## src/rtl/core/cafl_pkg.sv

```systemverilog
package cafl_pkg;

  // Controller states.
  typedef enum logic [3:0] {
    ST_IDLE, ST_DIV, ST_COR1, ST_MAG, ST_INIT2, ST_COR2, ST_ACC2,
    ST_BMUL_R, ST_BFIN_R, ST_BMUL_P, ST_BFIN_P, ST_OUT
  } cafl_state_t;

  // Commands from the controller to the datapath.
  typedef struct packed {
    logic       load;
    logic       div_step;
    logic       cor_step;
    logic       mag;
    logic       init2;
    logic       acc2;
    logic       bmul;
    logic       bfin;
    logic       sel_pitch;
    logic       out_load;
    logic [4:0] cnt;
  } cafl_cmd_t;

  localparam int          DIV_BITS   = 14;
  // One million is 64 * 15625; the 15625 part is done by a reciprocal
  // multiply that is exact for every numerator below 2^41 / 10073.
  localparam logic [27:0] RECIP_DIV  = 28'd140737489;
  localparam int          RECIP_SHIFT = 41;
  localparam logic [34:0] HALF_US    = 35'd500000;
  localparam logic signed [25:0] HALF_TURN_Z = 26'sd11796480;
  localparam logic [15:0] INV_GAIN   = 16'd39797;
  localparam logic [16:0] WEIGHT_ONE = 17'd65536;
  localparam logic [16:0] WEIGHT_RST = 17'd64225;
  localparam logic signed [16:0] ANGLE_LIMIT = 17'sd46080;
  localparam logic        REG_WEIGHT = 1'b0;

  // Arctangent table in 1/65536 degree.
  function automatic logic [21:0] atan_tab(input logic [4:0] i);
    case (i)
      5'd0:  atan_tab = 22'd2949120;
      5'd1:  atan_tab = 22'd1740967;
      5'd2:  atan_tab = 22'd919879;
      5'd3:  atan_tab = 22'd466945;
      5'd4:  atan_tab = 22'd234379;
      5'd5:  atan_tab = 22'd117304;
      5'd6:  atan_tab = 22'd58666;
      5'd7:  atan_tab = 22'd29335;
      5'd8:  atan_tab = 22'd14668;
      5'd9:  atan_tab = 22'd7334;
      5'd10: atan_tab = 22'd3667;
      5'd11: atan_tab = 22'd1833;
      5'd12: atan_tab = 22'd917;
      5'd13: atan_tab = 22'd458;
      5'd14: atan_tab = 22'd229;
      5'd15: atan_tab = 22'd115;
      5'd16: atan_tab = 22'd57;
      5'd17: atan_tab = 22'd29;
      5'd18: atan_tab = 22'd14;
      5'd19: atan_tab = 22'd7;
      5'd20: atan_tab = 22'd4;
      5'd21: atan_tab = 22'd2;
      5'd22: atan_tab = 22'd1;
      default: atan_tab = 22'd0;
    endcase
  endfunction

endpackage

```

## src/rtl/core/cafl_ctrl.sv

```systemverilog
module cafl_ctrl #(
  parameter int CORDIC_STEPS = 16
) (
  input  logic               clk,
  input  logic               rst_n,
  input  logic               in_valid,
  output logic               in_ready,
  output logic               out_valid,
  input  logic               out_ready,
  output cafl_pkg::cafl_cmd_t cmd
);
  import cafl_pkg::*;

  localparam logic [4:0] LAST_COR = 5'(CORDIC_STEPS - 1);

  cafl_state_t state_r, state_nxt;
  logic [4:0]  cnt_r, cnt_nxt;
  logic        out_valid_r, out_valid_nxt;
  logic        out_free;

  assign out_free  = !out_valid_r || out_ready;
  assign in_ready  = (state_r == ST_IDLE);
  assign out_valid = out_valid_r;

  // Next state and step counter.
  always_comb begin
    state_nxt = state_r;
    cnt_nxt   = cnt_r;
    unique case (state_r)
      ST_IDLE: begin
        cnt_nxt = '0;
        if (in_valid) state_nxt = ST_DIV;
      end
      ST_DIV: begin
        state_nxt = ST_COR1;
        cnt_nxt   = '0;
      end
      ST_COR1: begin
        cnt_nxt = cnt_r + 5'd1;
        if (cnt_r == LAST_COR) state_nxt = ST_MAG;
      end
      ST_MAG:    state_nxt = ST_INIT2;
      ST_INIT2: begin
        state_nxt = ST_COR2;
        cnt_nxt   = '0;
      end
      ST_COR2: begin
        cnt_nxt = cnt_r + 5'd1;
        if (cnt_r == LAST_COR) state_nxt = ST_ACC2;
      end
      ST_ACC2:   state_nxt = ST_BMUL_R;
      ST_BMUL_R: state_nxt = ST_BFIN_R;
      ST_BFIN_R: state_nxt = ST_BMUL_P;
      ST_BMUL_P: state_nxt = ST_BFIN_P;
      ST_BFIN_P: state_nxt = ST_OUT;
      ST_OUT: begin
        if (out_free) state_nxt = ST_IDLE;
      end
      default:   state_nxt = ST_IDLE;
    endcase
  end

  // Command decode.
  always_comb begin
    cmd           = '0;
    cmd.cnt       = cnt_r;
    out_valid_nxt = out_valid_r && !out_ready;
    unique case (state_r)
      ST_IDLE:   cmd.load = in_valid;
      ST_DIV:    cmd.div_step = 1'b1;
      ST_COR1:   cmd.cor_step = 1'b1;
      ST_MAG:    cmd.mag = 1'b1;
      ST_INIT2:  cmd.init2 = 1'b1;
      ST_COR2:   cmd.cor_step = 1'b1;
      ST_ACC2:   cmd.acc2 = 1'b1;
      ST_BMUL_R: cmd.bmul = 1'b1;
      ST_BFIN_R: cmd.bfin = 1'b1;
      ST_BMUL_P: begin
        cmd.bmul      = 1'b1;
        cmd.sel_pitch = 1'b1;
      end
      ST_BFIN_P: begin
        cmd.bfin      = 1'b1;
        cmd.sel_pitch = 1'b1;
      end
      ST_OUT: begin
        cmd.out_load = out_free;
        if (out_free) out_valid_nxt = 1'b1;
      end
      default: cmd = '0;
    endcase
  end

  always_ff @(posedge clk) begin
    if (!rst_n) begin
      state_r     <= ST_IDLE;
      cnt_r       <= '0;
      out_valid_r <= 1'b0;
    end else begin
      state_r     <= state_nxt;
      cnt_r       <= cnt_nxt;
      out_valid_r <= out_valid_nxt;
    end
  end

endmodule

```

## config.mk

```make
export PLATFORM = sky130hd
export DESIGN_NAME = cafl_ctrl
export DESIGN_NICKNAME = d
export VERILOG_FILES = /design/src/rtl/core/cafl_pkg.sv /design/src/rtl/core/cafl_ctrl.sv
export SDC_FILE = /design/constraint.sdc
export NUM_CORES = 1
export LEC_CHECK = 0
export BUFFER_PORTS_ARGS = -buffer_cell sky130_fd_sc_hd__buf_4
export CAP_MARGIN = 10
export CORE_MARGIN = 2
export CORE_UTILIZATION = 52
export CTS_BUF_LIST = sky130_fd_sc_hd__clkbuf_16
export CTS_CLUSTER_SIZE = 8
export DETAILED_ROUTE_END_ITERATION = 6
export PLACE_DENSITY = 0.87
export RECOVER_POWER = 100
export SYNTH_ARGS = -nofsm -noshare
export SYNTH_HDL_FRONTEND = slang
export SYNTH_SLANG_ARGS = --single-unit
```

## constraint.sdc

```tcl
create_clock -name clk -period 2.3 [get_ports clk]
set_input_delay 0.46 -clock clk [delete_from_list [all_inputs] [get_ports clk]]
set_output_delay 0.46 -clock clk [all_outputs]
set_load 0.005 [all_outputs]
```

# Word-level counts from Yosys, hierarchy flattened
# Cells that the tools add are included.
[word_totals]
reg_bits = 10
inputBits = 4
out_inout_bits = 17
wordCells = 52
[classes]
addsub = 1
eq_ne = 16
n_mux = 19
reduce_logical = 13
[op_table]
columns = ["cell", "count"]
rows = [
  ["4-bit case mux with 12 select lines", 1],
  ["4-bit by 3-bit == test with 1-bit output, second input constant", 4],
  ["4-bit == test, second input constant", 4],
  ["4-bit two-way mux", 4],
  ["1-bit two-way mux", 12],
  ["12-bit OR reduction", 1],
  ["5-bit case mux with 2 select lines", 1],
  ["4-bit by 2-bit == test with 1-bit output, second input constant", 2],
  ["2-bit inequality test, second input constant", 4],
  ["2-bit OR reduction", 4],
  ["5-bit by 1-bit adder with 5-bit output, second input constant", 1],
  ["5-bit by 4-bit == test with 1-bit output, second input constant", 1],
  ["5-bit two-way mux", 1],
  ["4-bit by 1-bit == test with 1-bit output, second input constant", 1],
  ["4-bit zero test", 1],
  ["4-bit AND reduction", 1],
  ["3-bit OR reduction", 1],
  ["1-bit zero test", 2],
  ["2-bit nonzero test", 1],
  ["1-bit logical AND", 1],
  ["1-bit logical OR", 1],
]

# Longest topological paths before layout
# Gate-level depths: netlist of run 1.
[logic_depth]
ltp_word = 4
depth_mapped = 6
mapped_depth_nobuf = 5

# Worst setup path after synthesis of run 1
# No wires, ideal clock.
[synth_timing]
kind = "reg2out"
startpoint = "register state_r[1]"
endpoint = "output port cmd[5] (netlist bit)"
arrival_ns = 1.071
required_time_ns = 1.840
setup_slack_ns = 0.769
stages_incl_launch_ff = 5
path_buffers = 1
cell_sequence = "dfxtp_1 buf_4 nand2_1 or2_2 nor2b_1"
[synth_lines]
columns = ["item", "line_no", "source"]
rows = [
  ["start, declared", "cafl_ctrl.sv:16", "cafl_state_t state_r, state_nxt;"],
  ["start signal, assigned", "cafl_ctrl.sv:100", "state_r <= state_nxt;"],
  ["end, declared", "cafl_ctrl.sv:10", "output cafl_pkg::cafl_cmd_t cmd"],
]

==> results of run 1 <==
==> final timing paths <==
path                              endpoint       start  slack, ns  cells past startpoint
worst min register to register   out_valid   out_valid       0.57                      2
worst max register to register  state_r[0]  state_r[1]       0.34                      4
worst max-delay path               cmd[12]  state_r[1]       0.11                      4
worst min-delay path            state_r[3]       rst_n       0.53                      2
==> Yosys cell counts, types with 2 or more instances <==
master and number:
a21oi_1 4, and2_1 7, buf_2 3, dfxtp_1 10, ha_1 2, inv_1 2
mux2i_1 3, nand2_1 7, nand2b_1 3, nand3b_1 2, nor2_1 6, nor2b_1 2
nor3_1 2, nor3b_1 2
==> where the power goes <==
group	internal, W	switching [W]	total (W)
clock	0.000228	0.0000837	0.000312
combinational	0.000170	0.000133	0.000304
sequential	0.000202	0.0000800	0.000282
==> logic make-up after synthesis <==
group           synth area share
fa+ha+maj                 0.0368
flops                      0.295
buf+inv                   0.0626
xor+xnor                  0.0258
compound gates             0.193
mux                       0.0442
simple gates               0.343
==> flip-flops by register name, indices dropped and copies added (netlist names) <==
| name | cells |
|---|---|
| cnt_r | 5 |
| out_valid | 1 |
| state_r | 4 |
==> worst register-to-register path: cells and delay by family, from the launching register on <==
family | cells | cell delay, ns
AOI/OAI and AO/OA | 2 | 0.57
DFF | 1 | 0.58
muxes | 1 | 0.23
and+or+nand+nor | 1 | 0.49
==> area by class of cell <==
class	count	area (sq um)	share of cell area
clock inverter	1	3.75	0.00434
sequential	10	200	0.232
tap	15	18.8	0.0217
multi-input combinational	60	400	0.463
timing repair buffer	20	150	0.174
inverter	3	16.3	0.0188
clock buffer	3	75.1	0.0868
==> layout by cell type, fill, tap and decap left out, types with 3 or more instances in the layout <==
cell type  count
and2_0         5
a21oi_1        4
mux2i_1        3
nand2b_1       3
nor2_1         6
clkbuf_4       9
nand2_1        7
buf_4         11
dfxtp_1       10
clkbuf_16      3
==> stage by stage <==
stage | std cells | total power, W | util | cell area [sq um] | hold slack (ns)
after floorplan | 78 | 0.000525 | - | 679 | 0.525
after global placement | 108 | 0.000626 | 0.656 | 822 | 0.550
after detailed placement | 108 | 0.000635 | 0.656 | 822 | 0.559
after CTS | 112 | 0.000957 | 0.719 | 901 | 0.526
after global routing | 112 | 0.000953 | 0.690 | 865 | 0.539
final | 112 | 0.000898 | 0.690 | 865 | 0.531
==> layer usage <==
metal	GRT usage	wire, microns	vias to the layer above	share of wire
li1	-	-	309	-
met1	0.256	662	284	0.43
met2	0.407	786	13	0.52
met3	0.0833	75	0	0.049
met4	0.0776	0	0	0
met5	0	0	-	0
==> reports/metrics.yaml, run 1 <==
clocking:
  htree_levels: 1
  cts-root-buf: "clkbuf_16"
  cts-resized-gates: 0
  postCtsSetupBuffers: 0
  cts_hold_buf: 0
  cts_tree: "done"
  worstSkewPairLatency_ns: 0.24
  clk_pin_slew_worst_paths_ns: 0.04
  cts_sinks: 10
  cts_buffer_depth: 2
  cts_buffers: 3
synth:
  synth_area_leaders: "dfxtp_1 (29%), and2_1 (6.4%), mux2i_1 (4.4%), nand2_1 (3.9%), o221ai_4 (3.9%)"
  ys.flop_type: "dfxtp_1"
  syn_area_per_cell_sq_um: 8.71
  synthDistinctLibCells: 37
  synthArstFlopShare: 0
  ys_seq_elements: 10
  yosys_warnings: 0
  ys_seq_area_frac: 0.295
  syn_area_sq_um: 679
  synth_top_area_share: 0.295
  postSynthCellCount: 78
  synth-edff-count: 0
  synthesis.nets: 84
  yosys.area.top_type: "dfxtp_1"
worst_setup_path:
  cp_top_family: "flip-flops"
  critical_path_class: "reg -> out"
  max_stage_delay_ns: 0.58
  path_cells: "or4b_1 -> o31a_1 -> clkinv_4 -> clkbuf_4"
  worstSetupEndpointType: "output pin"
  arrival_ns: 1.73
  crit_buf_inv: 2
  critPathMaxFanout: 12
  crit_slowest_cell: "dfxtp_1"
  cp.required_ns: 1.84
  crit_path_start_kind: "register"
global_routing:
  overflow: 0
  track_usage: 0.232
  grt_max_degree: 15
  first_global_vias: 542
  antenna_found_initial: 0
  grt_pass1_wl_microns: 2390
sta:
  fin_ws_ns: 0.109
  slew_headroom: 0.706
  rsz0062_at_grt: "false"
  slew_viol_final: 0
  skew_ns: 0.00409
  hold_viol: 0
  fin_crit_sh: 0.953
  clock.fmax_mhz: 456
  tns_ns: 0
  setup_viol: 0
  period_needed_ns: 2.19
  tightest_slew_ns: 0.438
place:
  post-dp-hpwl_microns: 1040
  io_buffers: 20
  place.gp.congestion: 0.750
  dp_slack_ns: 0.388
final_layout:
  fin_nets: 104
  n_antenna_cell: 0
  drive_above_1_share: 0.258
  n_fill_cell: 111
  area_growth_pct: 27.3
detailed_routing:
  wl_per_cell_microns: 13.6
  routed_wl_microns: 1520
  firstDrtPassIters: 4
  route.detailed.drc: 0
  vias: 606
  antenna_left: 0
  first_iter_violations: 10
  avgViaCountPerCell: 5.41
floorplan:
  initial_core_util: 0.542
  die_h_microns: 40.1
  io_pins: 21
  die_w_microns: 40.1
  dieArea_sq_um: 1610
  rows: 13
  core_area_sq_um: 1250
power_and_ir_drop:
  power.leakage_nw: 0.368
  ir_drop_v: 0.000518
  powerDensity_nw_per_um2: 1040
outcome:
  status: "complete, no violations"
hold_path:
  hold_class: "in -> reg"
job:
  max_cap_violations: 0
(Power assumes the default switching activity.)
==> inputs of run 2 (changes only) <==
Settings changed: PLACE_DENSITY 0.87 to 0.88.
==> run 2 against run 1 <==
- sequential share of layout area up 0.21 points
- non-clock buffer count did not move
- utilization fell by 0.20 points
- via count grew 2.1%
- critical path depth unchanged
- clock-buffer cell count unchanged
- sequential power about the same
- first-iteration DRC count down 80%
- flip-flop and latch count is the same
- global-route usage fell by 0.32 points
- largest power group is now combinational cells
==> reports/metrics.yaml, run 2 (synthesis gave the netlist of run 1 again) <==
global_routing:
  first_global_vias: 518  # -4.4%
  track_usage: 0.229  # -0.00320
  overflow: 0  # unchanged
  grt_pass1_wl_microns: 2330  # -2.6%
  grt_max_degree: 15  # unchanged
  antenna_found_initial: 0  # unchanged
clocking:
  postCtsSetupBuffers: 0  # unchanged
  cts_tree: "done"
  cts_buffer_depth: 2  # unchanged
  cts-root-buf: "clkbuf_16"
  worstSkewPairLatency_ns: 0.24  # about the same
  cts_buffers: 3  # unchanged
  htree_levels: 1  # unchanged
  clk_pin_slew_worst_paths_ns: 0.04  # about the same
  cts_sinks: 10  # unchanged
detailed_routing:
  met1_length_microns: 617  # -6.8%
  first_iter_violations: 2  # -8
  vias: 619  # +2.1%
  wl_per_cell_microns: 13.6  # +0.11%
  highest_layer: "met4"
  avgViaCountPerCell: 5.58  # +3.1%
  wl_met2_microns: 786  # unchanged
  route.met3.wl_microns: 77  # +2.7%
  routed_wl_microns: 1510  # -0.79%
  antenna_left: 0  # unchanged
  route.detailed.drc: 0  # unchanged
  firstDrtPassIters: 4  # unchanged
sta:
  slew_viol_final: 0  # unchanged
  period_needed_ns: 2.16  # -0.0271 ns
  skew_ns: 0.000848  # -0.00324 ns
  fin_crit_sh: 0.941  # -0.0118
  slew_headroom: 0.683  # -0.0227
  rsz0062_at_grt: "false"
  tightest_slew_ns: 0.471  # +0.0337 ns
  hold_viol: 0  # unchanged
  fin_ws_ns: 0.136  # +0.0271 ns
  clock.fmax_mhz: 462  # +1.3%
  setup_viol: 0  # unchanged
  tns_ns: 0  # unchanged
worst_setup_path:
  critical_path_class: "reg -> out"
  crit_path_start_kind: "register"
  arrival_ns: 1.70  # -0.03 ns
  cp.required_ns: 1.84  # about the same
  critPathMaxFanout: 12  # unchanged
  worstSetupEndpointType: "output pin"
final_layout:
  fin_util: 0.688  # -0.00200
  largest_register_ffs: 5  # unchanged
  n_antenna_cell: 0  # unchanged
  n_fill_cell: 107  # -3.6%
  regMostFlops: "cnt_r"
  multi_input_area_sq_um: 400  # unchanged
  fin_cells: 111  # -0.89%
  stdcell_area_sq_um: 862  # -0.29%
  fin_nets: 104  # unchanged
  layout_commonest_cell: "buf_4"
  layout_common_cells: "buf_4 (11), dfxtp_1 (9), clkbuf_4 (9), nand2_1 (7), nor2_1 (6)"
  area_growth_pct: 26.9
  drive_above_1_share: 0.271  # +0.0131
  seq_area_sq_um: 201  # +0.62%
place:
  dpl_cell_area_sq_um: 822  # unchanged
  place.gp.congestion: 0.713  # -4.8%
  post-dp-hpwl_microns: 1080  # +3.3%
  dp_cells: 108  # unchanged
  dp_slack_ns: 0.336  # -0.0519 ns
  io_buffers: 20  # unchanged
floorplan:
  rows: 13  # unchanged
  initial_core_util: 0.542  # unchanged
  die_h_microns: 40.1  # unchanged
  die_w_microns: 40.1  # unchanged
  dieArea_sq_um: 1610  # unchanged
  io_pins: 21  # unchanged
  core_area_sq_um: 1250  # unchanged
power_and_ir_drop:
  switching_share: 0.326  # -0.00547
  comb_power_share: 0.343  # +0.005
  power.leakage_nw: 0.368  # -0.25%
  switchingPower_w: 0.000288  # -3.0%
  intPower_w: 0.000597  # -0.57%
  ir_drop_v: 0.000593  # +14%
  powerDensity_nw_per_um2: 1030  # -1.1%
  power.share.sequential: 0.316  # +0.002
  pwr-share-clk: 0.341  # -0.006
job:
  max_cap_violations: 0  # unchanged
hold_path:
  hold_class: "in -> reg"
outcome:
  status: "complete, no violations"
==> run 2: changes by cell type in the layout (fill, tap and decap cells not counted), sizes merged <==
cell,before,now
clkinv,2,1
==> run 2: final cells by class <==
type | instances | area share
Tap cell | 15 | 0.0218
Sequential cell | 10 | 0.234
Timing Repair Buffer | 20 | 0.174
Inverter | 3 | 0.0189
Multi-Input combinational cell | 60 | 0.464
Clock buffer | 3 | 0.0871
==> run 2: stage by stage <==
stage                     power [W]  hold slack, ns
after global routing       0.000933           0.546
after floorplan            0.000525           0.525
after CTS                  0.000940           0.541
final                      0.000885           0.533
after global placement     0.000627           0.547
after detailed placement   0.000634           0.557
==> run 2: what timing repair did <==
action	CTS	global route
hold endpoints to repair	0	0
endpoints found under the setup margin	0	1
gates resized for setup	0	1
hold buffers	0	0
==> run 2: power groups by stage <==
| stage | combinational [W] | sequential, W | clock [W] |
|---|---|---|---|
| after detailed placement | 0.000349 | 0.000285 | 0 |
| after global routing | 0.000332 | 0.000287 | 0.000314 |
| after CTS | 0.000354 | 0.000283 | 0.000303 |
| final | 0.000303 | 0.000280 | 0.000302 |
| after floorplan | 0.000297 | 0.000228 | 0 |
| after global placement | 0.000344 | 0.000283 | 0 |
==> run 2: worst max-delay path, cell delays in order, from the launching register on <==
cell	delay, ns
dfxtp_1	0.56
or4b_1	0.49
o31a_1	0.20
clkinv_4	0.09
clkbuf_4	0.12
==> run 2: final timing paths <==
check,start,end,slack [ns],cells after the start
setup / recovery,state_r[1],cmd[12],0.14,4
hold / removal,rst_n,state_r[3],0.53,2
setup reg to reg,state_r[1],state_r[1],0.38,4
hold reg to reg,state_r[3],state_r[2],0.56,1
==> run 2: routing by layer <==
| layer | track usage | vias to the layer above |
|---|---|---|
| met5 | 0 | - |
| met4 | 0.129 | 0 |
| met3 | 0.0722 | 5 |
| met2 | 0.379 | 16 |
| met1 | 0.257 | 282 |
| li1 | - | 316 |
